$ cat src/rtl/core/ifm_fifo.sv
// Small register-based FIFO used for the descriptor queue and the result queue.
module ifm_fifo #(
  parameter int unsigned WIDTH = 8,
  parameter int unsigned DEPTH = 4,
  localparam int unsigned PTR_W = (DEPTH > 1) ? $clog2(DEPTH) : 1,
  localparam int unsigned CNT_W = $clog2(DEPTH + 1)
) (
  input  logic             clk_i,
  input  logic             rst_ni,
  input  logic             push_i,
  input  logic [WIDTH-1:0] wdata_i,
  input  logic             pop_i,
  output logic [WIDTH-1:0] rdata_o,
  output logic             full_o,
  output logic             empty_o,
  output logic [CNT_W-1:0] count_o
);

  logic [WIDTH-1:0] mem [DEPTH];
  logic [PTR_W-1:0] wr_ptr_q, wr_ptr_d, rd_ptr_q, rd_ptr_d;
  logic [CNT_W-1:0] count_q, count_d;
  logic             do_push, do_pop;

  assign full_o  = (count_q == CNT_W'(DEPTH));
  assign empty_o = (count_q == '0);
  assign count_o = count_q;
  assign rdata_o = mem[rd_ptr_q];

  assign do_push = push_i && !full_o;
  assign do_pop  = pop_i && !empty_o;

  always_comb begin
    wr_ptr_d = wr_ptr_q;
    rd_ptr_d = rd_ptr_q;
    count_d  = count_q;
    if (do_push) begin
      wr_ptr_d = (wr_ptr_q == PTR_W'(DEPTH - 1)) ? '0 : wr_ptr_q + 1'b1;
    end
    if (do_pop) begin
      rd_ptr_d = (rd_ptr_q == PTR_W'(DEPTH - 1)) ? '0 : rd_ptr_q + 1'b1;
    end
    if (do_push && !do_pop) begin
      count_d = count_q + 1'b1;
    end else if (do_pop && !do_push) begin
      count_d = count_q - 1'b1;
    end
  end

  always_ff @(posedge clk_i or negedge rst_ni) begin
    if (!rst_ni) begin
      wr_ptr_q <= '0;
      rd_ptr_q <= '0;
      count_q  <= '0;
    end else begin
      wr_ptr_q <= wr_ptr_d;
      rd_ptr_q <= rd_ptr_d;
      count_q  <= count_d;
    end
  end

  always_ff @(posedge clk_i) begin
    if (do_push) begin
      mem[wr_ptr_q] <= wdata_i;
    end
  end

endmodule

$ cat config.mk
export PLATFORM = sky130hd
export DESIGN_NAME = ifm_fifo
export DESIGN_NICKNAME = d
export VERILOG_FILES = /design/src/rtl/core/ifm_fifo.sv
export SDC_FILE = /design/constraint.sdc
export NUM_CORES = 1
export LEC_CHECK = 0
export ABC_AREA = 0
export BUFFER_PORTS_ARGS = -buffer_cell sky130_fd_sc_hd__buf_2
export CORE_UTILIZATION = 55
export CTS_CLUSTER_DIAMETER = 200
export DETAILED_ROUTE_END_ITERATION = 7
export PLACE_DENSITY = 0.77
export SYNTH_ARGS = -nofsm -noshare
export SYNTH_HDL_FRONTEND = slang
export SYNTH_SLANG_ARGS = --single-unit
$ cat constraint.sdc
create_clock -name clk_i -period 2.2 [get_ports clk_i]
set_input_delay 0 -clock clk_i [delete_from_list [all_inputs] [get_ports clk_i]]
set_output_delay 0 -clock clk_i [all_outputs]
set_load 0.02 [all_outputs]
==> metrics.md <==
| Metric | Value |
|---|---|
| Path depth of the worst reg2reg path | 8 |
| Clk_lat worst skew | 0.33 ns |
| Post-CTS Setup Inserts | 0 |
| Peak VDD IR | 0.971 mV |
| CP endpoint kind | flip-flop |
| Final ANT Viol Nets | 0 |
| Drt via density | 5.38 |
| Die Footprint | 3170 um2 |
| Worst slew margin | 58.5% |
| Setup TNS | 0 ns |
| Core area | 2780 um2 |
| Post-Syn Nets | 98 |
| Pwr Density | 1290 nW/um2 |
| Final WL | 2600 um |
| MaxCap Viol Count | 0 |
| Post-synthesis cell area | 1620 um2 |
| IO Count | 25 |
| Largest net degree at the start of global routing | 12 |
| Area grow syn2layout | 17.9% |
| Final Instance Count excl. Fillers | 149 |
| GRT met1 Usage | 25.2% |
| Share of cells above drive strength 1 | 43.2% |
| Synth Register Bits | 39 |
| Final worst setup slack | 0.162 ns |
| Static Leakage | 0.736 nW |
| Final hold vios | 0 |
| YS warnings | 0 |
| Max clock buf depth | 2 |
| Layer with the highest usage | met2 |
| Final Max Slew Viols | 0 |
| CP Cell Sequence | nor3_2 -> nand2b_4 -> ha_1 -> inv_1 -> fa_1 -> xor2_1 -> nor2_1 -> xor2_1 |
| Die Ht | 56.3 um |
| Starting Density | 58.3% |
| # rows | 19 |
| WL/cell | 17.5 um |
| Post-Place Worst Slack | 0.162 ns |
| Via count | 802 |
| Period utilization | 92.6% |
| Critical R2R Capture | count_o[2] |
| Unrepaired setup endpoints after global routing | false |
| H-tree depth | 2 |
| Met2 usage | 29.8% |
| First-pass GRT wire length | 4250 um |
| CTS Buf Count | 5 |
| Worst Path Max Fanout | 5 |
| Met3 Use GR | 6.45% |
| # nets final | 136 |
| Tightest Pin Transition | 0.623 ns |
| Kind of critical path | reg2reg |
| Drc violations | 0 |
| CP startpoint | count_o[0] |
| Die width | 56.3 um |
| Commonest non-fill, non-tap cells in the layout | 32 x edfxtp_1, 24 x buf_2, 9 x dlygate4sd3_1, 8 x mux4_2, 7 x dfrtp_1 |
| Hold_ws | 0.0193 ns |
| Fmax | 491 MHz |
| Grt ovf | 0 |
| Worst-path clk slew | 0.11 ns |
| Register area share after synthesis | 70.1% |
| Worst path slowest cell | dfrtp_1 |
| Post-detail-place hpwl | 1740 um |
| Req. time, crit path | 2.46 ns |
| Most common cell after layout, fill and taps aside | edfxtp_1 |
| Startpoint Class | flip-flop |
| Antenna cell count | 0 |
| Input/output buffers | 24 |
| Setup violations, final | 0 |
| Fill cells | 196 |
| Worst reg2reg setup slack | 0.16 ns |
| GRT Overall Usage | 19.3% |
| Crit-path most repeated cell | xor2_1 |
| Avg Cell Area, Syn | 20.5 um2 |
| Distinct cells, synth | 19 |
| DRT Pass-1 Iters | 4 |
| Reg2reg start | count_o[0] |
| Arrival @ worst endpoint | 2.30 ns |
| Dpl cells | 132 |
| Max incr delay on CP | 0.50 ns |
| Min Tclk post-route | 2.04 ns |
| CTS tree | yes |
| Initial DRC count | 25 |
| Min-delay worst type | in2async |
| CTS Sinks | 39 |
| Post-Syn Instances | 79 |
| Final Skew | 0.00957 ns |
| Clk root buf | clkbuf_4 |
| Status | complete, no violations |
| Number of global-route vias before repair | 868 |
| Gpl congestion | 0.626 |
| Antenna violations before repair | 0 |
| Final Total Pwr | 2.46 mW |
flip-flops by register name, indices dropped and copies added (netlist names):
signal / count
wr_ptr_q: 2
rd_ptr_q: 2
mem: 32
count_o: 3
metal layers:
layer / vias up / share of wire [%]
li1: 376 / -
met1: 405 / 44
met2: 17 / 51
met3: 4 / 3.9
met4: 0 / 1.6
met5: - / 0
synth_stat cells:
cell	count	share of area [%]
and2_2	4	1.9
buf_1	1	0.23
buf_2	1	0.31
buf_6	1	0.69
dfrtp_1	7	11
edfxtp_1	32	59
fa_1	1	1.2
ha_1	6	4.6
inv_1	3	0.69
mux2_2	3	2.1
mux2_4	2	1.9
mux4_2	8	11
nand2b_4	1	0.85
nor2_1	3	0.69
nor2b_2	1	0.54
nor3_1	1	0.31
nor3b_4	1	1.2
xnor2_1	1	0.54
xor2_1	2	1.1
repair_timing:
action	in CTS	in global routing
endpoints found under the hold margin	39	0
resized for setup	0	0
hold buffers	9	0
where the power goes:
part | switching [mW] | internal, mW
Clock | 0.208 | 0.118
Combinational | 0.478 | 0.470
Sequential | 0.194 | 0.998
Total | 0.879 | 1.59
worst max-delay path: cells and delay by family, from the launching register on:
kind / cells / cell delay [ns]
buffers and inverters: 1 / 0.07
and+or+nand+nor: 3 / 0.53
DFF: 1 / 0.50
adders and majority gates: 2 / 0.57
xor gates and xnor gates: 2 / 0.32
logic make-up (layout without fill, tap and decap cells):
group	count (synthesis)	count (layout)	share of synthesized area, %
flops	39	39	70.1
mux	13	13	15.1
simple gates	11	11	5.41
fa+ha+maj	7	7	5.87
buf+inv	6	45	1.93
xor+xnor	3	3	1.62
metrics by stage:
step | util (%) | instance area [um2]
final | 68.7 | 1910
after floorplan | - | 1630
after CTS | 68.7 | 1910
after detailed placement | 63.7 | 1770
after global routing | 68.7 | 1910
after global placement | 63.7 | 1770
area by class of cell:
cell class	count	area (um2)	area share (%)
Sequential cell	39	1140	59.5
Multi-Input combinational cell	34	458	24.0
Timing Repair Buffer	34	218	11.4
Clock buffer	6	41.3	2.16
Tap cell	31	38.8	2.03
Inverter	3	11.3	0.589
Clock inverter	2	7.51	0.393
worst max path at each step:
stage / end / slack, ns / cells after the start
floorplan: count_o[2] / 0.01 / 8
global placement: count_o[2] / 0.33 / 8
detailed placement: count_o[2] / 0.16 / 8
CTS: count_o[2] / 0.17 / 8
global route: count_o[2] / 0.02 / 8
finish: count_o[2] / 0.16 / 8
No activity file was read; power rests on OpenSTA's default activity.
