$ cat config.mk
export PLATFORM = sky130hd
export DESIGN_NAME = ifm_front
export DESIGN_NICKNAME = d
export VERILOG_FILES = /design/src/rtl/core/ifm_pkg.sv /design/src/rtl/core/ifm_front.sv
export SDC_FILE = /design/constraint.sdc
export NUM_CORES = 1
export LEC_CHECK = 0
export ABC_AREA = 1
export BUFFER_PORTS_ARGS = -buffer_cell sky130_fd_sc_hd__buf_4
export CORE_UTILIZATION = 54
export CTS_CLUSTER_SIZE = 20
export DETAILED_ROUTE_END_ITERATION = 8
export PLACE_DENSITY = 0.76
export SLEW_MARGIN = 20
export SYNTH_ARGS = -nofsm -noshare
export SYNTH_HDL_FRONTEND = slang
export SYNTH_SLANG_ARGS = --single-unit
$ cat constraint.sdc
create_clock -name clk_i -period 6.6 [get_ports clk_i]
set_clock_uncertainty 0.2 [all_clocks]
set_input_delay 0.66 -clock clk_i [delete_from_list [all_inputs] [get_ports clk_i]]
set_output_delay 0.66 -clock clk_i [all_outputs]
set_load 0.05 [all_outputs]
$ cat src/rtl/core/ifm_pkg.sv
// Shared types, codes and helper functions of the image frame mirror.
package ifm_pkg;

  localparam int unsigned PIX_W       = 64;
  localparam int unsigned BYTES_W     = 4;
  localparam int unsigned DIM_W       = 7;
  localparam int unsigned FMT_W       = 5;
  localparam int unsigned CFG_IDX_W   = 3;
  localparam int unsigned CFG_DATA_W  = 7;
  localparam int unsigned QUEUE_DEPTH = 4;

  localparam int unsigned DEF_MAX_WIDTH   = 64;
  localparam int unsigned DEF_MAX_HEIGHT  = 64;
  localparam int unsigned DEF_STORE_DEPTH = 4096;

  localparam logic [CFG_IDX_W-1:0] REG_FRAME_WIDTH    = 3'd0;
  localparam logic [CFG_IDX_W-1:0] REG_FRAME_HEIGHT   = 3'd1;
  localparam logic [CFG_IDX_W-1:0] REG_PIXEL_FORMAT   = 3'd2;
  localparam logic [CFG_IDX_W-1:0] REG_MIRROR_COLUMNS = 3'd3;
  localparam logic [CFG_IDX_W-1:0] REG_MIRROR_ROWS    = 3'd4;

  localparam logic CMD_LOAD  = 1'b0;
  localparam logic CMD_FETCH = 1'b1;

  localparam logic [FMT_W-1:0] FMT_GRAY1  = 5'h00;
  localparam logic [FMT_W-1:0] FMT_RGB1   = 5'h02;
  localparam logic [FMT_W-1:0] FMT_RGBA1  = 5'h03;
  localparam logic [FMT_W-1:0] FMT_GRAY8  = 5'h0c;
  localparam logic [FMT_W-1:0] FMT_RGB8   = 5'h0e;
  localparam logic [FMT_W-1:0] FMT_RGBA8  = 5'h0f;
  localparam logic [FMT_W-1:0] FMT_GRAY16 = 5'h10;
  localparam logic [FMT_W-1:0] FMT_RGB16  = 5'h12;
  localparam logic [FMT_W-1:0] FMT_RGBA16 = 5'h13;

  typedef enum logic [1:0] {
    ST_OK             = 2'd0,
    ST_BAD_FORMAT     = 2'd1,
    ST_COUNT_MISMATCH = 2'd2,
    ST_NOT_LOADED     = 2'd3
  } status_e;

  typedef enum logic [1:0] {
    OP_NONE  = 2'd0,
    OP_WRITE = 2'd1,
    OP_READ  = 2'd2
  } op_e;

  typedef enum logic [1:0] {
    RS_IDLE   = 2'd0,
    RS_SETTLE = 2'd1,
    RS_DIVIDE = 2'd2
  } rs_state_e;

  typedef struct packed {
    op_e                op;
    logic [BYTES_W-1:0] bytes;
    logic               done;
    status_e            status;
  } meta_t;

  typedef struct packed {
    logic [PIX_W-1:0]   pixel;
    logic [BYTES_W-1:0] bytes;
    logic               done;
    status_e            status;
  } result_t;

  function automatic logic [BYTES_W-1:0] format_bytes(input logic [FMT_W-1:0] fmt);
    logic [BYTES_W-1:0] b;
    case (fmt)
      FMT_GRAY1:  b = 4'd1;
      FMT_RGB1:   b = 4'd3;
      FMT_RGBA1:  b = 4'd4;
      FMT_GRAY8:  b = 4'd1;
      FMT_RGB8:   b = 4'd3;
      FMT_RGBA8:  b = 4'd4;
      FMT_GRAY16: b = 4'd2;
      FMT_RGB16:  b = 4'd6;
      FMT_RGBA16: b = 4'd8;
      default:    b = 4'd0;
    endcase
    return b;
  endfunction

  function automatic logic [PIX_W-1:0] byte_mask(input logic [BYTES_W-1:0] bytes);
    logic [PIX_W-1:0] m;
    m = '0;
    for (int i = 0; i < PIX_W / 8; i++) begin
      if (32'(bytes) > i) begin
        m[8*i +: 8] = 8'hff;
      end
    end
    return m;
  endfunction

endpackage

$ cat src/rtl/core/ifm_front.sv
// Front end: configuration, frame bookkeeping and mirrored address generation.
module ifm_front #(
  parameter int unsigned MAX_WIDTH   = ifm_pkg::DEF_MAX_WIDTH,
  parameter int unsigned MAX_HEIGHT  = ifm_pkg::DEF_MAX_HEIGHT,
  parameter int unsigned STORE_DEPTH = ifm_pkg::DEF_STORE_DEPTH,
  localparam int unsigned AW = (STORE_DEPTH > 1) ? $clog2(STORE_DEPTH) : 1
) (
  input  logic                              clk_i,
  input  logic                              rst_ni,
  input  logic                              cfg_we_i,
  input  logic [ifm_pkg::CFG_IDX_W-1:0]     cfg_idx_i,
  input  logic [ifm_pkg::CFG_DATA_W-1:0]    cfg_wdata_i,
  input  logic                              push,
  output logic                              full,
  input  logic                              command_i,
  input  logic [ifm_pkg::PIX_W-1:0]         pixel_in_i,
  input  logic                              input_last_i,
  input  logic                              desc_full_i,
  output logic                              desc_push_o,
  output ifm_pkg::meta_t                    desc_meta_o,
  output logic [AW-1:0]                     desc_addr_o,
  output logic [ifm_pkg::PIX_W-1:0]         desc_data_o
);

  import ifm_pkg::*;

  localparam int unsigned CW    = $clog2(STORE_DEPTH + 2);
  localparam int unsigned CNT_W = $clog2(CW + 1);

  function automatic logic [DIM_W-1:0] clamp_dim(input logic [DIM_W-1:0] v,
                                                 input int unsigned max_v);
    logic [DIM_W-1:0] r;
    r = v;
    if (v == '0) begin
      r = DIM_W'(1);
    end else if (32'(v) > max_v) begin
      r = DIM_W'(max_v);
    end
    return r;
  endfunction

  logic [DIM_W-1:0]   width_cfg_q, height_cfg_q;
  logic [FMT_W-1:0]   format_q;
  logic               mirror_cols_q, mirror_rows_q;
  logic [DIM_W-1:0]   w_eff_q, h_eff_q;
  logic [CW-1:0]      total_q;
  logic [BYTES_W-1:0] bytes_q;
  logic [2*DIM_W-1:0] area;
  logic [CW-1:0]      total_d;

  logic [CW-1:0]      loaded_q, loaded_d, fetched_q, fetched_d;
  logic               ready_q, ready_d;
  logic [DIM_W-1:0]   row_q, row_d, col_q, col_d;

  rs_state_e          rs_state_q, rs_state_d;
  logic               busy, div_step;
  logic [CNT_W-1:0]   div_cnt_q, div_cnt_d;
  logic [DIM_W-1:0]   div_rem_q, div_rem_d;
  logic [CW-1:0]      div_quo_q, div_quo_d;
  logic [DIM_W:0]     trial;

  logic               accept;
  logic [CW-1:0]      loaded_inc, fetched_inc;
  logic [DIM_W-1:0]   col_m, row_m;
  logic [2*DIM_W-1:0] fetch_addr;
  logic               addr_in_range;

  // Configuration registers.
  always_ff @(posedge clk_i or negedge rst_ni) begin
    if (!rst_ni) begin
      width_cfg_q   <= DIM_W'(1);
      height_cfg_q  <= DIM_W'(1);
      format_q      <= FMT_GRAY1;
      mirror_cols_q <= 1'b0;
      mirror_rows_q <= 1'b0;
    end else if (cfg_we_i) begin
      case (cfg_idx_i)
        REG_FRAME_WIDTH:    width_cfg_q   <= cfg_wdata_i[DIM_W-1:0];
        REG_FRAME_HEIGHT:   height_cfg_q  <= cfg_wdata_i[DIM_W-1:0];
        REG_PIXEL_FORMAT:   format_q      <= cfg_wdata_i[FMT_W-1:0];
        REG_MIRROR_COLUMNS: mirror_cols_q <= cfg_wdata_i[0];
        REG_MIRROR_ROWS:    mirror_rows_q <= cfg_wdata_i[0];
        default: ;
      endcase
    end
  end

  // Derived frame geometry, registered from the configuration registers.
  assign area    = w_eff_q * h_eff_q;
  assign total_d = (32'(area) > STORE_DEPTH) ? CW'(STORE_DEPTH) : CW'(area);

  always_ff @(posedge clk_i or negedge rst_ni) begin
    if (!rst_ni) begin
      w_eff_q <= DIM_W'(1);
      h_eff_q <= DIM_W'(1);
      total_q <= CW'(1);
      bytes_q <= format_bytes(FMT_GRAY1);
    end else begin
      w_eff_q <= clamp_dim(width_cfg_q, MAX_WIDTH);
      h_eff_q <= clamp_dim(height_cfg_q, MAX_HEIGHT);
      total_q <= total_d;
      bytes_q <= format_bytes(format_q);
    end
  end

  // After a configuration write the fetch position is split again into row and
  // column for the new width, by a restoring divider one quotient bit a cycle.
  always_comb begin
    rs_state_d = rs_state_q;
    if (cfg_we_i) begin
      rs_state_d = RS_SETTLE;
    end else begin
      case (rs_state_q)
        RS_IDLE:   rs_state_d = RS_IDLE;
        RS_SETTLE: rs_state_d = RS_DIVIDE;
        RS_DIVIDE: rs_state_d = (div_cnt_q == CNT_W'(1)) ? RS_IDLE : RS_DIVIDE;
        default:   rs_state_d = RS_IDLE;
      endcase
    end
  end

  always_comb begin
    busy     = 1'b1;
    div_step = 1'b0;
    case (rs_state_q)
      RS_IDLE:   busy = 1'b0;
      RS_SETTLE: busy = 1'b1;
      RS_DIVIDE: div_step = 1'b1;
      default:   busy = 1'b1;
    endcase
  end

  assign trial = {div_rem_q, div_quo_q[CW-1]};

  always_comb begin
    div_cnt_d = div_cnt_q;
    div_rem_d = div_rem_q;
    div_quo_d = div_quo_q;
    if (rs_state_q == RS_SETTLE) begin
      div_cnt_d = CNT_W'(CW);
      div_rem_d = '0;
      div_quo_d = fetched_q;
    end else if (div_step) begin
      div_cnt_d = div_cnt_q - 1'b1;
      if (trial >= {1'b0, w_eff_q}) begin
        div_rem_d = DIM_W'(trial - {1'b0, w_eff_q});
        div_quo_d = {div_quo_q[CW-2:0], 1'b1};
      end else begin
        div_rem_d = trial[DIM_W-1:0];
        div_quo_d = {div_quo_q[CW-2:0], 1'b0};
      end
    end
  end

  assign full   = desc_full_i || busy;
  assign accept = push && !full;

  assign loaded_inc  = loaded_q + 1'b1;
  assign fetched_inc = fetched_q + 1'b1;

  assign col_m = mirror_cols_q ? (w_eff_q - DIM_W'(1) - col_q) : col_q;
  assign row_m = mirror_rows_q ? (h_eff_q - DIM_W'(1) - row_q) : row_q;
  assign fetch_addr    = (row_m * w_eff_q) + (2*DIM_W)'(col_m);
  assign addr_in_range = (32'(fetch_addr) < STORE_DEPTH);

  always_comb begin
    loaded_d  = loaded_q;
    fetched_d = fetched_q;
    ready_d   = ready_q;
    row_d     = row_q;
    col_d     = col_q;

    desc_meta_o.op     = OP_NONE;
    desc_meta_o.bytes  = bytes_q;
    desc_meta_o.done   = 1'b0;
    desc_meta_o.status = ST_OK;
    desc_addr_o        = '0;
    desc_data_o        = pixel_in_i & byte_mask(bytes_q);

    if (div_step && (div_cnt_q == CNT_W'(1))) begin
      row_d = DIM_W'(div_quo_d);
      col_d = div_rem_d;
    end

    if (accept) begin
      if (command_i == CMD_LOAD) begin
        ready_d = 1'b0;
        if (bytes_q == '0) begin
          desc_meta_o.status = ST_BAD_FORMAT;
          if (input_last_i) begin
            loaded_d = '0;
          end
        end else begin
          if (loaded_q < total_q) begin
            desc_meta_o.op = OP_WRITE;
            desc_addr_o    = AW'(loaded_q);
            loaded_d       = loaded_inc;
          end else begin
            loaded_d           = total_q + 1'b1;
            desc_meta_o.status = ST_COUNT_MISMATCH;
          end
          if (input_last_i) begin
            if (loaded_d == total_q) begin
              ready_d   = 1'b1;
              fetched_d = '0;
              row_d     = '0;
              col_d     = '0;
            end else begin
              desc_meta_o.status = ST_COUNT_MISMATCH;
            end
            loaded_d = '0;
          end
        end
      end else begin
        if (!ready_q) begin
          desc_meta_o.status = ST_NOT_LOADED;
        end else if (bytes_q == '0) begin
          desc_meta_o.status = ST_BAD_FORMAT;
        end else if (fetched_q >= total_q) begin
          desc_meta_o.status = ST_NOT_LOADED;
          ready_d   = 1'b0;
          fetched_d = '0;
          row_d     = '0;
          col_d     = '0;
        end else begin
          // Addresses beyond the store read as zero, so no access is issued.
          desc_meta_o.op = addr_in_range ? OP_READ : OP_NONE;
          desc_addr_o    = AW'(fetch_addr);
          fetched_d      = fetched_inc;
          if (col_q == w_eff_q - DIM_W'(1)) begin
            col_d = '0;
            row_d = row_q + 1'b1;
          end else begin
            col_d = col_q + 1'b1;
          end
          if (fetched_inc == total_q) begin
            desc_meta_o.done = 1'b1;
            ready_d   = 1'b0;
            fetched_d = '0;
            row_d     = '0;
            col_d     = '0;
          end
        end
      end
    end
  end

  assign desc_push_o = accept;

  always_ff @(posedge clk_i or negedge rst_ni) begin
    if (!rst_ni) begin
      loaded_q   <= '0;
      fetched_q  <= '0;
      ready_q    <= 1'b0;
      row_q      <= '0;
      col_q      <= '0;
      rs_state_q <= RS_IDLE;
      div_cnt_q  <= '0;
      div_rem_q  <= '0;
      div_quo_q  <= '0;
    end else begin
      loaded_q   <= loaded_d;
      fetched_q  <= fetched_d;
      ready_q    <= ready_d;
      row_q      <= row_d;
      col_q      <= col_d;
      rs_state_q <= rs_state_d;
      div_cnt_q  <= div_cnt_d;
      div_rem_q  <= div_rem_d;
      div_quo_q  <= div_quo_d;
    end
  end

endmodule

==> impl_metrics.prom, run 1 <==
# TYPE chip_impl_metric gauge
chip_impl_info{name="run_status",value="complete, but fails checks"} 1
chip_impl_info{name="violations_in_the_final_reports",value="negative setup slack"} 1
chip_impl_metric{name="area_growth_syn_to_layout",unit="%"} 22.15
chip_impl_metric{name="vias",unit=""} 12461
chip_impl_metric{name="max_freq",unit="GHz"} 0.1400
chip_impl_metric{name="fp.dieH",unit="µm"} 154.0
chip_impl_metric{name="setup_viol_count_final",unit=""} 7
chip_impl_metric{name="synth_seq_cells",unit=""} 119
chip_impl_metric{name="total_leakage_power",unit="nW"} 8.413
chip_impl_metric{name="ir_worst_vdd",unit="mV"} 0.5258
chip_impl_metric{name="layout.cell_area.non_filler",unit="µm²"} 15240
chip_impl_info{name="grt_setup_unrepaired",value="yes"} 1
chip_impl_metric{name="row_count",unit=""} 55
chip_impl_info{name="critPathLaunchType",value="register"} 1
chip_impl_metric{name="post-route-drc-count",unit=""} 0
chip_impl_info{name="cts_root_buf",value="sky130_fd_sc_hd__clkbuf_16"} 1
chip_impl_metric{name="post_synth_fa_ha_maj_area_fraction",unit="%"} 21.33
chip_impl_metric{name="drt_iter0_markers",unit=""} 1085
chip_impl_metric{name="worst-path-buf-inv",unit=""} 6
chip_impl_metric{name="seq_area_frac_synth",unit="%"} 23.92
chip_impl_metric{name="synth_xor_area_share",unit="%"} 3.930
chip_impl_metric{name="layoutNonFillerInstCount",unit=""} 2285
chip_impl_metric{name="initial_antenna_violation_count",unit=""} 0
chip_impl_metric{name="post-route-period-util",unit="%"} 108.2
chip_impl_metric{name="critPathArrivalTime",unit="ns"} 6.28
chip_impl_metric{name="clock_tree.htree_level_count",unit=""} 4
chip_impl_metric{name="dp_cells",unit=""} 2234
chip_impl_metric{name="grt_max_degree",unit=""} 68
chip_impl_metric{name="synth.yosys.warnings",unit=""} 0
chip_impl_metric{name="power_density",unit="nW/µm²"} 487.7
chip_impl_metric{name="gp_routability_congestion",unit=""} 0.9408
chip_impl_metric{name="cts_made_buffers",unit=""} 17
chip_impl_metric{name="utilization",unit="%"} 67.33
chip_impl_info{name="tritoncts",value="yes"} 1
chip_impl_metric{name="synth_area_per_cell",unit="µm²"} 6.992
chip_impl_metric{name="layout.filler_cells",unit=""} 1875
chip_impl_info{name="worstSetupPathType",value="reg -> out"} 1
chip_impl_metric{name="number_of_ports_placed_on_the_die_boundary",unit=""} 168
chip_impl_metric{name="aggregate_global_route_resource_usage",unit="%"} 30.65
chip_impl_info{name="worst_path_slowest_cell",value="sky130_fd_sc_hd__dfstp_2"} 1
chip_impl_metric{name="worst-path-max-fanout",unit=""} 2
chip_impl_metric{name="die_width",unit="µm"} 154.0
chip_impl_info{name="layout.cells.most_common_list",value="sky130_fd_sc_hd__nand2_1, sky130_fd_sc_hd__inv_1, sky130_fd_sc_hd__buf_4"} 1
chip_impl_metric{name="critPathMaxStageDelay",unit="ns"} 0.56
chip_impl_metric{name="total_area_of_multi_input_combinational_cells",unit="µm²"} 8187
chip_impl_metric{name="reg_clk_slew_reported_paths",unit="ns"} 0.06
chip_impl_metric{name="die_area",unit="µm²"} 23720
chip_impl_info{name="cpLargestDelayFamily",value="adder cells"} 1
chip_impl_info{name="critical_path.endpoint_type",value="primary output"} 1
chip_impl_metric{name="holdWs",unit="ns"} 0.1369
chip_impl_metric{name="worst_slew_margin_rel",unit="%"} 27.93
chip_impl_metric{name="synth_fp_nets",unit=""} 2044
chip_impl_metric{name="post_route_cells_drive_above_1_share",unit="%"} 18.80
chip_impl_info{name="mostFrequentLayoutCell",value="sky130_fd_sc_hd__nand2_1"} 1
chip_impl_metric{name="route.detailed.vias_per_inst",unit=""} 5.453
chip_impl_metric{name="ctsLongestPathBuffers",unit=""} 2
chip_impl_metric{name="place.detailed.hpwl",unit="mm"} 27.22
chip_impl_metric{name="clkSinkCount",unit=""} 119
chip_impl_metric{name="maxSlewViolCount",unit=""} 0
chip_impl_info{name="holdCritPathClass",value="in -> async"} 1
chip_impl_metric{name="dr.pass1.iters",unit=""} 5
chip_impl_metric{name="syn-cell-area",unit="µm²"} 12480
chip_impl_metric{name="worst_slew_pin_slew",unit="ns"} 1.080
chip_impl_metric{name="area.sequential",unit="µm²"} 2985
chip_impl_metric{name="grt_first_pass_wirelength",unit="mm"} 57.90
chip_impl_metric{name="io_buffer_count",unit=""} 167
chip_impl_metric{name="final.min_clock_period",unit="ns"} 7.144
chip_impl_metric{name="required",unit="ns"} 5.74
chip_impl_metric{name="power.total",unit="mW"} 7.434
chip_impl_metric{name="core_area",unit="µm²"} 22640
chip_impl_info{name="dominant_combinational_cell_family_by_area_after_synthesis",value="simple AND/OR/NAND/NOR gates"} 1
chip_impl_metric{name="start_util",unit="%"} 55.13
chip_impl_metric{name="antenna_cells_inserted",unit=""} 0
chip_impl_metric{name="dpl-instance-area",unit="µm²"} 14250
chip_impl_metric{name="globalRouteOverflowTotal",unit=""} 0
chip_impl_metric{name="final_critical_path_setup_slack",unit="ns"} -0.5444
chip_impl_metric{name="final_report_hold_violation_count",unit=""} 0
chip_impl_metric{name="wl",unit="mm"} 36.31
chip_impl_metric{name="skew_pair_late_insertion_delay",unit="ns"} 0.43
chip_impl_metric{name="num-nets-final",unit=""} 2246
chip_impl_metric{name="synth_compound_gate_area_share",unit="%"} 12.45
chip_impl_metric{name="wire_per_inst",unit="µm"} 15.89
chip_impl_metric{name="post_synth_mux_area_share",unit="%"} 0
chip_impl_metric{name="antenna_left",unit=""} 0
chip_impl_metric{name="syn-instance-count",unit=""} 1785
chip_impl_metric{name="synth.lib_cells_used.distinct",unit=""} 52
chip_impl_metric{name="cap_violations",unit=""} 0
chip_impl_metric{name="synth_simple_gate_area_share",unit="%"} 25.70
chip_impl_metric{name="vias_in_the_first_global_route",unit=""} 11796
## logic make-up (layout without fill, tap and decap cells)
kind of cell	count (synthesis)	after routing
simple gates	757	757
buf+inv	408	623
compound gates	267	267
fa+ha+maj	178	178
flops	119	119
xor+xnor	56	56
## repair_timing
item | CTS | global route
gates resized for setup | 41 | 31
pin swaps | 28 | 31
hold buffers | 0 | 0
endpoints found under the setup margin | 7 | 7
setup buffers | 19 | 9
## sequential cells by signal, summed over array words and instances, names as in the netlist, 13 cells and up
name       flops
div_quo_q     13
fetched_q     13
total_q       13
loaded_q      13
## layout make-up
cell class	count	area share (%)
multi-input combinational	1258	53.70
sequential	119	19.58
timing repair buffer	232	11.67
inverter	359	8.856
clock buffer	21	3.020
tap	285	2.339
clock inverter	11	0.8290
## final timing paths
kind                              from             end  slack (ns)  depth (start not counted)
max                         h_eff_q[0]  desc_meta_o[8]       -0.54                         31
min                             rst_ni    loaded_q[10]        0.14                          1
max reg2reg                 w_eff_q[0]     total_q[11]        1.00                         22
min reg2reg                format_q[0]      bytes_q[0]        0.27                          1
max in group asynchronous       rst_ni     format_q[1]        4.77                          2
min in group clk_i            cfg_we_i   rs_state_q[0]        0.22                          1
## through the flow
stage | setup WS [ns] | setup TNS [ns]
6_report | -0.5444 | -2.112
5_1_grt | -0.8019 | -3.559
4_1_cts | -0.5239 | -2.085
3_5_place_dp | -0.3880 | -0.5993
3_3_place_gp | -0.2628 | -0.2681
2_1_floorplan | -0.1589 | -0.2193
## routing by layer
layer | GRT usage [%] | share of wire, % | routed length [µm]
met5 | 0 | 0 | 0
met4 | 11.90 | 3.2 | 1155
met1 | 40.86 | 41 | 14860
met2 | 50.04 | 48 | 17380
met3 | 4.791 | 8.0 | 2918
## synth_stat cells, drive strengths merged
cell       n  area, µm²
nand2    393       1523
inv      353       1325
nor2     205      803.3
ha       120       1501
o21ai    120      664.4
dfrtp    113       2828
nand3     97      495.5
a21oi     77      389.1
fa        58       1161
xor2      47      411.6
clkbuf    36      135.1
o22ai     23      143.9
nand4     19      131.4
nor3      16      80.08
buf       13      97.58
o211ai    12      90.09
or2       10      62.56
xnor2      9      78.83
a21o       7      52.55
and2       7      43.79
o21bai     7      52.55
clkinv     6      22.52
dfstp      6      157.7
a31oi      5      31.28
a211oi     4      30.03
nand3b     4      30.03
nor4       4      25.02
o32ai      3      26.28
a21boi     2      15.01
a221oi     1      8.760
a22oi      1      7.510
a31o       1      8.760
and3       1      6.260
nor3b      1      7.510
o2111ai    1      8.760
o221ai     1      8.760
o31ai      1      7.510
o41ai      1      8.760
## worst register-to-register path: stages, from the launching register on
cell,delay (ns)
sky130_fd_sc_hd__dfstp_2,0.53
sky130_fd_sc_hd__buf_4,0.22
sky130_fd_sc_hd__nand2_1,0.11
sky130_fd_sc_hd__fa_1,0.53
sky130_fd_sc_hd__fa_1,0.52
sky130_fd_sc_hd__fa_1,0.54
sky130_fd_sc_hd__inv_1,0.05
sky130_fd_sc_hd__fa_1,0.48
sky130_fd_sc_hd__ha_1,0.34
sky130_fd_sc_hd__inv_1,0.10
sky130_fd_sc_hd__nor3_1,0.05
sky130_fd_sc_hd__nand2_1,0.06
sky130_fd_sc_hd__o211ai_1,0.14
sky130_fd_sc_hd__nand3_1,0.11
sky130_fd_sc_hd__nand2_1,0.07
sky130_fd_sc_hd__nand2_1,0.06
sky130_fd_sc_hd__inv_1,0.05
sky130_fd_sc_hd__or2_2,0.27
sky130_fd_sc_hd__a21oi_1,0.15
sky130_fd_sc_hd__xor2_1,0.10
sky130_fd_sc_hd__a21oi_1,0.13
sky130_fd_sc_hd__inv_1,0.21
sky130_fd_sc_hd__nor3_1,0.42
## report_power, final
part / total [mW] / switching [mW] / internal [mW]
registers: 1.12 / 0.216 / 0.905
logic: 5.36 / 3.11 / 2.25
clock network: 0.952 / 0.375 / 0.577
total: 7.43 / 3.70 / 3.73
No activity file was read; power rests on OpenSTA's default activity.
==> inputs of run 2 (changes only) <==
--- a/config.mk
+++ b/config.mk
@@ -11,6 +11,7 @@
 export CTS_CLUSTER_SIZE = 20
 export DETAILED_ROUTE_END_ITERATION = 8
 export PLACE_DENSITY = 0.76
+export REMOVE_ABC_BUFFERS = 1
 export SLEW_MARGIN = 20
 export SYNTH_ARGS = -nofsm -noshare
 export SYNTH_HDL_FRONTEND = slang
==> run 2 against run 1 <==
  * The flow still finishes with violations (negative setup slack)
  * Die area unchanged
  * Register-to-register slack better by 0.07 ns
  * Fmax up 2.4%
  * Via count down 1.2%
  * Sequential share of layout area up 0.26 points
  * Combinational power down 7.1%
  * Design area down 1.3%
  * Critical path depth up 5
  * Sequential power about the same
  * Largest cell class unchanged
==> impl_metrics.prom, run 2 (synthesis results as in run 1) <==
# TYPE chip_impl_metric gauge
chip_impl_info{name="run_status",value="complete, but fails checks"} 1
chip_impl_info{name="violations_in_the_final_reports",value="negative setup slack"} 1
chip_impl_metric{name="num-nets-final",unit=""} 2230
chip_impl_info{name="critPathLaunchType",value="register"} 1
chip_impl_metric{name="antenna_left",unit=""} 0
chip_impl_metric{name="globalRouteOverflowTotal",unit=""} 0
chip_impl_metric{name="power.switching_fraction",unit="%"} 50.75
chip_impl_metric{name="ir_worst_vdd",unit="mV"} 0.2984
chip_impl_metric{name="utilization",unit="%"} 66.44
chip_impl_info{name="cts_root_buf",value="sky130_fd_sc_hd__clkbuf_16"} 1
chip_impl_info{name="critical_path.endpoint_type",value="primary output"} 1
chip_impl_info{name="mostFrequentLayoutCell",value="sky130_fd_sc_hd__nand2_1"} 1
chip_impl_metric{name="worst_slew_margin_rel",unit="%"} 36.98
chip_impl_metric{name="layout.filler_cells",unit=""} 1960
chip_impl_metric{name="layoutNonFillerInstCount",unit=""} 2269
chip_impl_metric{name="worst-path-buf-inv",unit=""} 10
chip_impl_info{name="tritoncts",value="yes"} 1
chip_impl_metric{name="route.detailed.vias_per_inst",unit=""} 5.428
chip_impl_metric{name="row_count",unit=""} 55
chip_impl_metric{name="power.share.sequential",unit="%"} 15.9
chip_impl_metric{name="total_area_of_multi_input_combinational_cells",unit="µm²"} 8107
chip_impl_metric{name="worst-path-max-fanout",unit=""} 5
chip_impl_metric{name="final.min_clock_period",unit="ns"} 6.974
chip_impl_metric{name="grt_first_pass_wirelength",unit="mm"} 57.88
chip_impl_metric{name="grt_max_degree",unit=""} 66
chip_impl_info{name="worst_path_slowest_cell",value="sky130_fd_sc_hd__dfstp_2"} 1
chip_impl_metric{name="post-route-drc-count",unit=""} 0
chip_impl_metric{name="worst_slew_pin_slew",unit="ns"} 0.9444
chip_impl_metric{name="die_area",unit="µm²"} 23720
chip_impl_metric{name="skew_pair_late_insertion_delay",unit="ns"} 0.42
chip_impl_metric{name="p_comb_share",unit="%"} 70.5
chip_impl_metric{name="post-place-ws",unit="ns"} -0.2052
chip_impl_info{name="worstSetupPathType",value="reg -> out"} 1
chip_impl_metric{name="ctsLongestPathBuffers",unit=""} 2
chip_impl_metric{name="post_route_cells_drive_above_1_share",unit="%"} 17.59
chip_impl_metric{name="setup_viol_count_final",unit=""} 5
chip_impl_metric{name="core_area",unit="µm²"} 22640
chip_impl_metric{name="final_report_hold_violation_count",unit=""} 0
chip_impl_metric{name="start_util",unit="%"} 55.13
chip_impl_metric{name="dpl-instance-area",unit="µm²"} 14150
chip_impl_metric{name="holdWs",unit="ns"} 0.07144
chip_impl_metric{name="post-route-period-util",unit="%"} 105.7
chip_impl_metric{name="critPathMaxStageDelay",unit="ns"} 0.55
chip_impl_metric{name="critPathArrivalTime",unit="ns"} 6.11
chip_impl_metric{name="power.total",unit="mW"} 7.057
chip_impl_metric{name="drt_iter0_markers",unit=""} 852
chip_impl_metric{name="place.detailed.hpwl",unit="mm"} 28.00
chip_impl_metric{name="required",unit="ns"} 5.74
chip_impl_metric{name="initial_antenna_violation_count",unit=""} 0
chip_impl_metric{name="maxSlewViolCount",unit=""} 0
chip_impl_metric{name="dr.pass1.iters",unit=""} 8
chip_impl_metric{name="reg_clk_slew_reported_paths",unit="ns"} 0.06
chip_impl_info{name="layout.cells.most_common_list",value="sky130_fd_sc_hd__nand2_1, sky130_fd_sc_hd__inv_1, sky130_fd_sc_hd__buf_4"} 1
chip_impl_metric{name="cap_violations",unit=""} 0
chip_impl_metric{name="gp_routability_congestion",unit=""} 0.9816
chip_impl_metric{name="post_cts_hold_buffer_count",unit=""} 0
chip_impl_info{name="grt_setup_unrepaired",value="yes"} 1
chip_impl_metric{name="vias_in_the_first_global_route",unit=""} 11634
chip_impl_metric{name="final_critical_path_setup_slack",unit="ns"} -0.3736
chip_impl_metric{name="layout.cell_area.non_filler",unit="µm²"} 15040
chip_impl_metric{name="power_density",unit="nW/µm²"} 469.2
chip_impl_metric{name="cts_made_buffers",unit=""} 17
chip_impl_metric{name="clock_tree.htree_level_count",unit=""} 4
chip_impl_metric{name="clkPwrFrac",unit="%"} 13.6
chip_impl_metric{name="p_switching",unit="mW"} 3.581
chip_impl_metric{name="die_width",unit="µm"} 154.0
chip_impl_metric{name="aggregate_global_route_resource_usage",unit="%"} 30.64
chip_impl_metric{name="fin_setup_tns",unit="ns"} -1.151
chip_impl_metric{name="antenna_cells_inserted",unit=""} 0
chip_impl_metric{name="io_buffer_count",unit=""} 167
chip_impl_metric{name="fp.dieH",unit="µm"} 154.0
chip_impl_metric{name="max_freq",unit="GHz"} 0.1434
chip_impl_metric{name="intPower",unit="mW"} 3.476
chip_impl_metric{name="wl",unit="mm"} 36.19
chip_impl_metric{name="clkSinkCount",unit=""} 119
chip_impl_info{name="cpLargestDelayFamily",value="adder cells"} 1
chip_impl_metric{name="number_of_ports_placed_on_the_die_boundary",unit=""} 168
chip_impl_metric{name="dp_cells",unit=""} 2227
chip_impl_metric{name="area.sequential",unit="µm²"} 2985
chip_impl_metric{name="vias",unit=""} 12315
chip_impl_info{name="holdCritPathClass",value="in -> async"} 1
chip_impl_metric{name="wire_per_inst",unit="µm"} 15.95
chip_impl_metric{name="area_growth_syn_to_layout",unit="%"} 20.52
chip_impl_metric{name="total_leakage_power",unit="nW"} 8.348
[run 2: cell types whose count changed in the layout (fill, tap and decap cells not counted), sizes merged]
cell	change
clkinv	-1
buf	-16
clkbuf	-3
clkinvlp	-2
inv	+6
[run 2: power groups by stage]
stage,Clock [mW],Combinational [mW],Sequential (mW)
after floorplan,0,2.95,1.08
after global placement,0,4.05,1.12
after detailed placement,0,4.16,1.12
after CTS,0.960,4.43,1.11
after global routing,0.994,5.55,1.14
final,0.958,4.98,1.12
[run 2: worst paths after layout]
kind                                   from        endpoint  slack (ns)  depth (start not counted)
worst min-delay path                 rst_ni     loaded_q[7]        0.07                          1
min in group clk_i                 cfg_we_i   rs_state_q[0]        0.23                          1
worst min register to register  format_q[0]      bytes_q[0]        0.28                          1
max in group asynchronous            rst_ni        row_q[3]        4.82                          2
worst max-delay path             h_eff_q[0]  desc_meta_o[8]       -0.37                         36
worst max register to register   w_eff_q[0]     total_q[11]        1.07                         22
[run 2: cell type report]
cell class,instances,share of cell area (%)
clock buffer,18,2.920
clock inverter,14,1.090
inverter,359,8.975
multi-input combinational,1258,53.89
sequential,119,19.85
tap,285,2.371
timing repair buffer,216,10.91
[run 2: worst register-to-register path, delay by kind of cell, from the launching register on]
kind	cells	cell delay, ns
XOR/XNOR	1	0.10
adder cells (fa/ha/maj)	5	2.40
AND/OR/NAND/NOR	8	1.10
flip-flops	1	0.53
AO/OA/AOI/OAI	3	0.40
buffers and inverters	5	0.63
[run 2: layer usage]
layer  track usage (%)  wire length (µm)  vias to the layer above
li1                  -                 -                     5991
met1             41.12             15510                     5840
met2             51.10             17530                      410
met3             4.087              2121                       74
met4             9.857              1024                        0
met5                 0                 0                        -
[run 2: what timing repair did]
| item | CTS | global route |
|---|---|---|
| endpoints found under the setup margin | 6 | 7 |
| buffers inserted | 9 | 3 |
| pin swaps | 24 | 19 |
| resized for setup | 24 | 27 |
==> inputs of run 3 (changes only) <==
--- a/config.mk
+++ b/config.mk
@@ -5,12 +5,11 @@
 export SDC_FILE = /design/constraint.sdc
 export NUM_CORES = 1
 export LEC_CHECK = 0
-export ABC_AREA = 1
 export BUFFER_PORTS_ARGS = -buffer_cell sky130_fd_sc_hd__buf_4
 export CORE_UTILIZATION = 54
 export CTS_CLUSTER_SIZE = 20
 export DETAILED_ROUTE_END_ITERATION = 8
-export PLACE_DENSITY = 0.76
+export PLACE_DENSITY = 0.77
 export REMOVE_ABC_BUFFERS = 1
 export SLEW_MARGIN = 20
 export SYNTH_ARGS = -nofsm -noshare
==> run 3 against run 2 <==
  * The flow finishes with violations (design-rule violations, negative setup slack)
  * Largest cell class unchanged
  * Synthesized cell count shrank 20%
  * Critical path depth shrank 11
  * Synthesized area shrank 1.7%
  * Global-route usage grew 3.7 points
  * Clock power shrank 5.2%
  * Core utilization grew 1.8 points
  * Critical endpoint unchanged
  * Combinational power grew 30%
  * Worst setup slack lost 0.35 ns
  * Design area is essentially flat
  * Largest power group unchanged
  * Die area shrank 1.7%
==> impl_metrics.prom, run 3 <==
# TYPE chip_impl_metric gauge
chip_impl_info{name="run_status",value="complete, but fails checks"} 1
chip_impl_info{name="violations_in_the_final_reports",value="design-rule violations, negative setup slack"} 1
chip_impl_metric{name="globalRouteOverflowTotal",unit=""} 0
chip_impl_info{name="critical_path.endpoint_type",value="primary output"} 1
chip_impl_info{name="mostFrequentLayoutCell",value="sky130_fd_sc_hd__buf_4"} 1
chip_impl_metric{name="number_of_flops_mapped_to_enable_cells_by_yosys",unit=""} 0
chip_impl_metric{name="route.detailed.vias_per_inst",unit=""} 6.015
chip_impl_metric{name="num-nets-final",unit=""} 1886
chip_impl_metric{name="core_area",unit="µm²"} 22030
chip_impl_metric{name="critPathMaxStageDelay",unit="ns"} 0.57
chip_impl_metric{name="place.detailed.hpwl",unit="mm"} 30.90
chip_impl_metric{name="synth.lib_cells_used.distinct",unit=""} 83
chip_impl_info{name="layout.cells.most_common_list",value="sky130_fd_sc_hd__buf_4, sky130_fd_sc_hd__inv_1, sky130_fd_sc_hd__ha_1"} 1
chip_impl_metric{name="antenna_left",unit=""} 0
chip_impl_metric{name="die_area",unit="µm²"} 23330
chip_impl_metric{name="reg_clk_slew_reported_paths",unit="ns"} 0.07
chip_impl_metric{name="ctsLongestPathBuffers",unit=""} 2
chip_impl_metric{name="p_comb_share",unit="%"} 75.8
chip_impl_info{name="synth_ff_type",value="sky130_fd_sc_hd__dfrtp_1"} 1
chip_impl_metric{name="fin_setup_tns",unit="ns"} -2.602
chip_impl_metric{name="layoutNonFillerInstCount",unit=""} 1920
chip_impl_metric{name="antenna_cells_inserted",unit=""} 0
chip_impl_metric{name="synth_area_per_cell",unit="µm²"} 8.640
chip_impl_info{name="cpLargestDelayFamily",value="adder cells"} 1
chip_impl_info{name="tritoncts",value="yes"} 1
chip_impl_metric{name="vias",unit=""} 11549
chip_impl_metric{name="total_leakage_power",unit="nW"} 7.281
chip_impl_metric{name="post-route-drc-count",unit=""} 5
chip_impl_metric{name="wl",unit="mm"} 40.01
chip_impl_metric{name="die_width",unit="µm"} 152.7
chip_impl_metric{name="aggregate_global_route_resource_usage",unit="%"} 34.32
chip_impl_metric{name="drt_iter0_markers",unit=""} 828
chip_impl_info{name="most_common_cell_in_the_netlist",value="sky130_fd_sc_hd__inv_1"} 1
chip_impl_metric{name="critPathArrivalTime",unit="ns"} 6.46
chip_impl_metric{name="start_util",unit="%"} 55.70
chip_impl_info{name="worst_path_slowest_cell",value="sky130_fd_sc_hd__fa_1"} 1
chip_impl_metric{name="worst_slew_pin_slew",unit="ns"} 1.040
chip_impl_metric{name="post_route_cells_drive_above_1_share",unit="%"} 22.20
chip_impl_info{name="cts_root_buf",value="sky130_fd_sc_hd__clkbuf_16"} 1
chip_impl_metric{name="synth_seq_cells",unit=""} 119
chip_impl_metric{name="power.total",unit="mW"} 8.514
chip_impl_metric{name="vias_in_the_first_global_route",unit=""} 11483
chip_impl_metric{name="max_freq",unit="GHz"} 0.1365
chip_impl_metric{name="maxSlewViolCount",unit=""} 0
chip_impl_metric{name="worst-path-buf-inv",unit=""} 4
chip_impl_metric{name="syn-instance-count",unit=""} 1420
chip_impl_metric{name="wire_per_inst",unit="µm"} 20.84
chip_impl_metric{name="dpl-instance-area",unit="µm²"} 14140
chip_impl_metric{name="required",unit="ns"} 5.74
chip_impl_metric{name="fp.dieH",unit="µm"} 152.7
chip_impl_metric{name="final_report_hold_violation_count",unit=""} 0
chip_impl_metric{name="power.switching_fraction",unit="%"} 47.92
chip_impl_metric{name="layout.filler_cells",unit=""} 1785
chip_impl_metric{name="dr.pass1.iters",unit=""} 9
chip_impl_info{name="worstSetupPathType",value="reg -> out"} 1
chip_impl_metric{name="power_density",unit="nW/µm²"} 566.2
chip_impl_metric{name="synthDominantCellAreaShare",unit="%"} 23.05
chip_impl_metric{name="grt_max_degree",unit=""} 64
chip_impl_metric{name="clkPwrFrac",unit="%"} 10.7
chip_impl_info{name="yosys.area.top_type",value="sky130_fd_sc_hd__dfrtp_1"} 1
chip_impl_metric{name="io_buffer_count",unit=""} 167
chip_impl_metric{name="setup_viol_count_final",unit=""} 6
chip_impl_metric{name="syn-cell-area",unit="µm²"} 12270
chip_impl_info{name="holdCritPathClass",value="in -> async"} 1
chip_impl_metric{name="p_switching",unit="mW"} 4.080
chip_impl_metric{name="synth.yosys.warnings",unit=""} 0
chip_impl_metric{name="dp_cells",unit=""} 1880
chip_impl_metric{name="ir_worst_vdd",unit="mV"} 0.7929
chip_impl_metric{name="clkSinkCount",unit=""} 119
chip_impl_info{name="synthTopCellsByCount",value="sky130_fd_sc_hd__inv_1, sky130_fd_sc_hd__ha_1, sky130_fd_sc_hd__nor2_1"} 1
chip_impl_metric{name="skew_pair_late_insertion_delay",unit="ns"} 0.43
chip_impl_info{name="critPathLaunchType",value="register"} 1
chip_impl_metric{name="cts_made_buffers",unit=""} 17
chip_impl_metric{name="layout.cell_area.non_filler",unit="µm²"} 15040
chip_impl_metric{name="row_count",unit=""} 54
chip_impl_metric{name="final.min_clock_period",unit="ns"} 7.324
chip_impl_metric{name="holdWs",unit="ns"} 0.1230
chip_impl_metric{name="worst-path-max-fanout",unit=""} 3
chip_impl_metric{name="clock_tree.htree_level_count",unit=""} 4
chip_impl_metric{name="fraction_of_registers_with_async_set_or_reset_after_synthesis",unit="%"} 100.0
chip_impl_metric{name="gp_routability_congestion",unit=""} 0.9586
chip_impl_metric{name="final_critical_path_setup_slack",unit="ns"} -0.7241
chip_impl_metric{name="seq_area_frac_synth",unit="%"} 24.33
chip_impl_metric{name="number_of_ports_placed_on_the_die_boundary",unit=""} 168
chip_impl_metric{name="cap_violations",unit=""} 0
chip_impl_metric{name="area_growth_syn_to_layout",unit="%"} 22.57
chip_impl_metric{name="intPower",unit="mW"} 4.434
chip_impl_info{name="worst_path_most_repeated_cell",value="sky130_fd_sc_hd__fa_1"} 1
chip_impl_metric{name="post-route-period-util",unit="%"} 111.0
chip_impl_metric{name="worst_slew_margin_rel",unit="%"} 30.14
chip_impl_info{name="synth_area_leaders",value="sky130_fd_sc_hd__dfrtp_1, sky130_fd_sc_hd__ha_1, sky130_fd_sc_hd__fa_1"} 1
chip_impl_metric{name="power.share.sequential",unit="%"} 13.5
chip_impl_metric{name="initial_antenna_violation_count",unit=""} 0
chip_impl_info{name="grt_setup_unrepaired",value="yes"} 1
chip_impl_metric{name="grt_first_pass_wirelength",unit="mm"} 62.32
[run 3: per-stage QoR]
step | utilization, % | worst slack [ns]
2_1_floorplan | - | -1.492
3_3_place_gp | 64.20 | -0.4167
3_5_place_dp | 64.20 | -0.5792
4_1_cts | 67.48 | -0.7187
5_1_grt | 68.27 | -1.004
6_report | 68.27 | -0.7241
[run 3: logic make-up after synthesis]
kind of cell | Yosys count | share of synthesized area [%]
AND/OR/NAND/NOR | 511 | 21.80
buffers and inverters | 195 | 6.343
multiplexers | 53 | 4.548
adder cells (fa/ha/maj) | 178 | 21.70
XOR/XNOR | 94 | 6.822
flip-flops | 119 | 24.33
AO/OA/AOI/OAI | 270 | 14.45
[run 3: power by group through the flow]
stage | logic [mW] | clock network (mW) | registers, mW
detailed placement | 4.64 | 0 | 1.15
finish | 6.46 | 0.908 | 1.15
global route | 6.97 | 0.944 | 1.17
floorplan | 3.15 | 0 | 1.11
CTS | 5.39 | 0.917 | 1.14
global placement | 4.56 | 0 | 1.15
[run 3: final cells by class]
| type | count | area [µm²] | area share (%) |
|---|---|---|---|
| clock buffer | 17 | 425.4 | 2.829 |
| timing repair buffer | 244 | 1869 | 12.43 |
| inverter | 139 | 524.3 | 3.486 |
| sequential | 119 | 2985 | 19.85 |
| multi-input combinational | 1106 | 8731 | 58.06 |
| tap | 280 | 350.3 | 2.330 |
| clock inverter | 15 | 152.6 | 1.015 |
[run 3: what timing repair did]
item | 4_1_cts | 5_1_grt
pin swaps | 26 | 29
buffers inserted | 7 | 7
resized for setup | 34 | 33
setup endpoints to repair | 6 | 8
hold buffers | 0 | 0
[run 3: final timing paths]
check | from | endpoint | slack, ns | depth (start not counted)
setup / recovery | h_eff_q[0] | desc_meta_o[8] | -0.72 | 25
hold / removal | rst_ni | loaded_q[5] | 0.12 | 1
hold reg to reg | format_q[0] | bytes_q[0] | 0.31 | 1
setup reg to reg | w_eff_q[5] | total_q[9] | 0.83 | 16
max in group asynchronous | rst_ni | div_rem_q[3] | 4.80 | 2
min in group clk_i | cfg_we_i | rs_state_q[0] | 0.25 | 1
[run 3: metal layers]
metal  part of all wire [%]  up-vias  track usage [%]  routed length (µm)
met5                      0        -                0                   0
met4                    4.4        0            14.86                1741
met3                    7.3      111            5.973                2907
met2                     49      558            59.57               19790
met1                     39     5554            41.84               15570
li1                       -     5326                -                   -
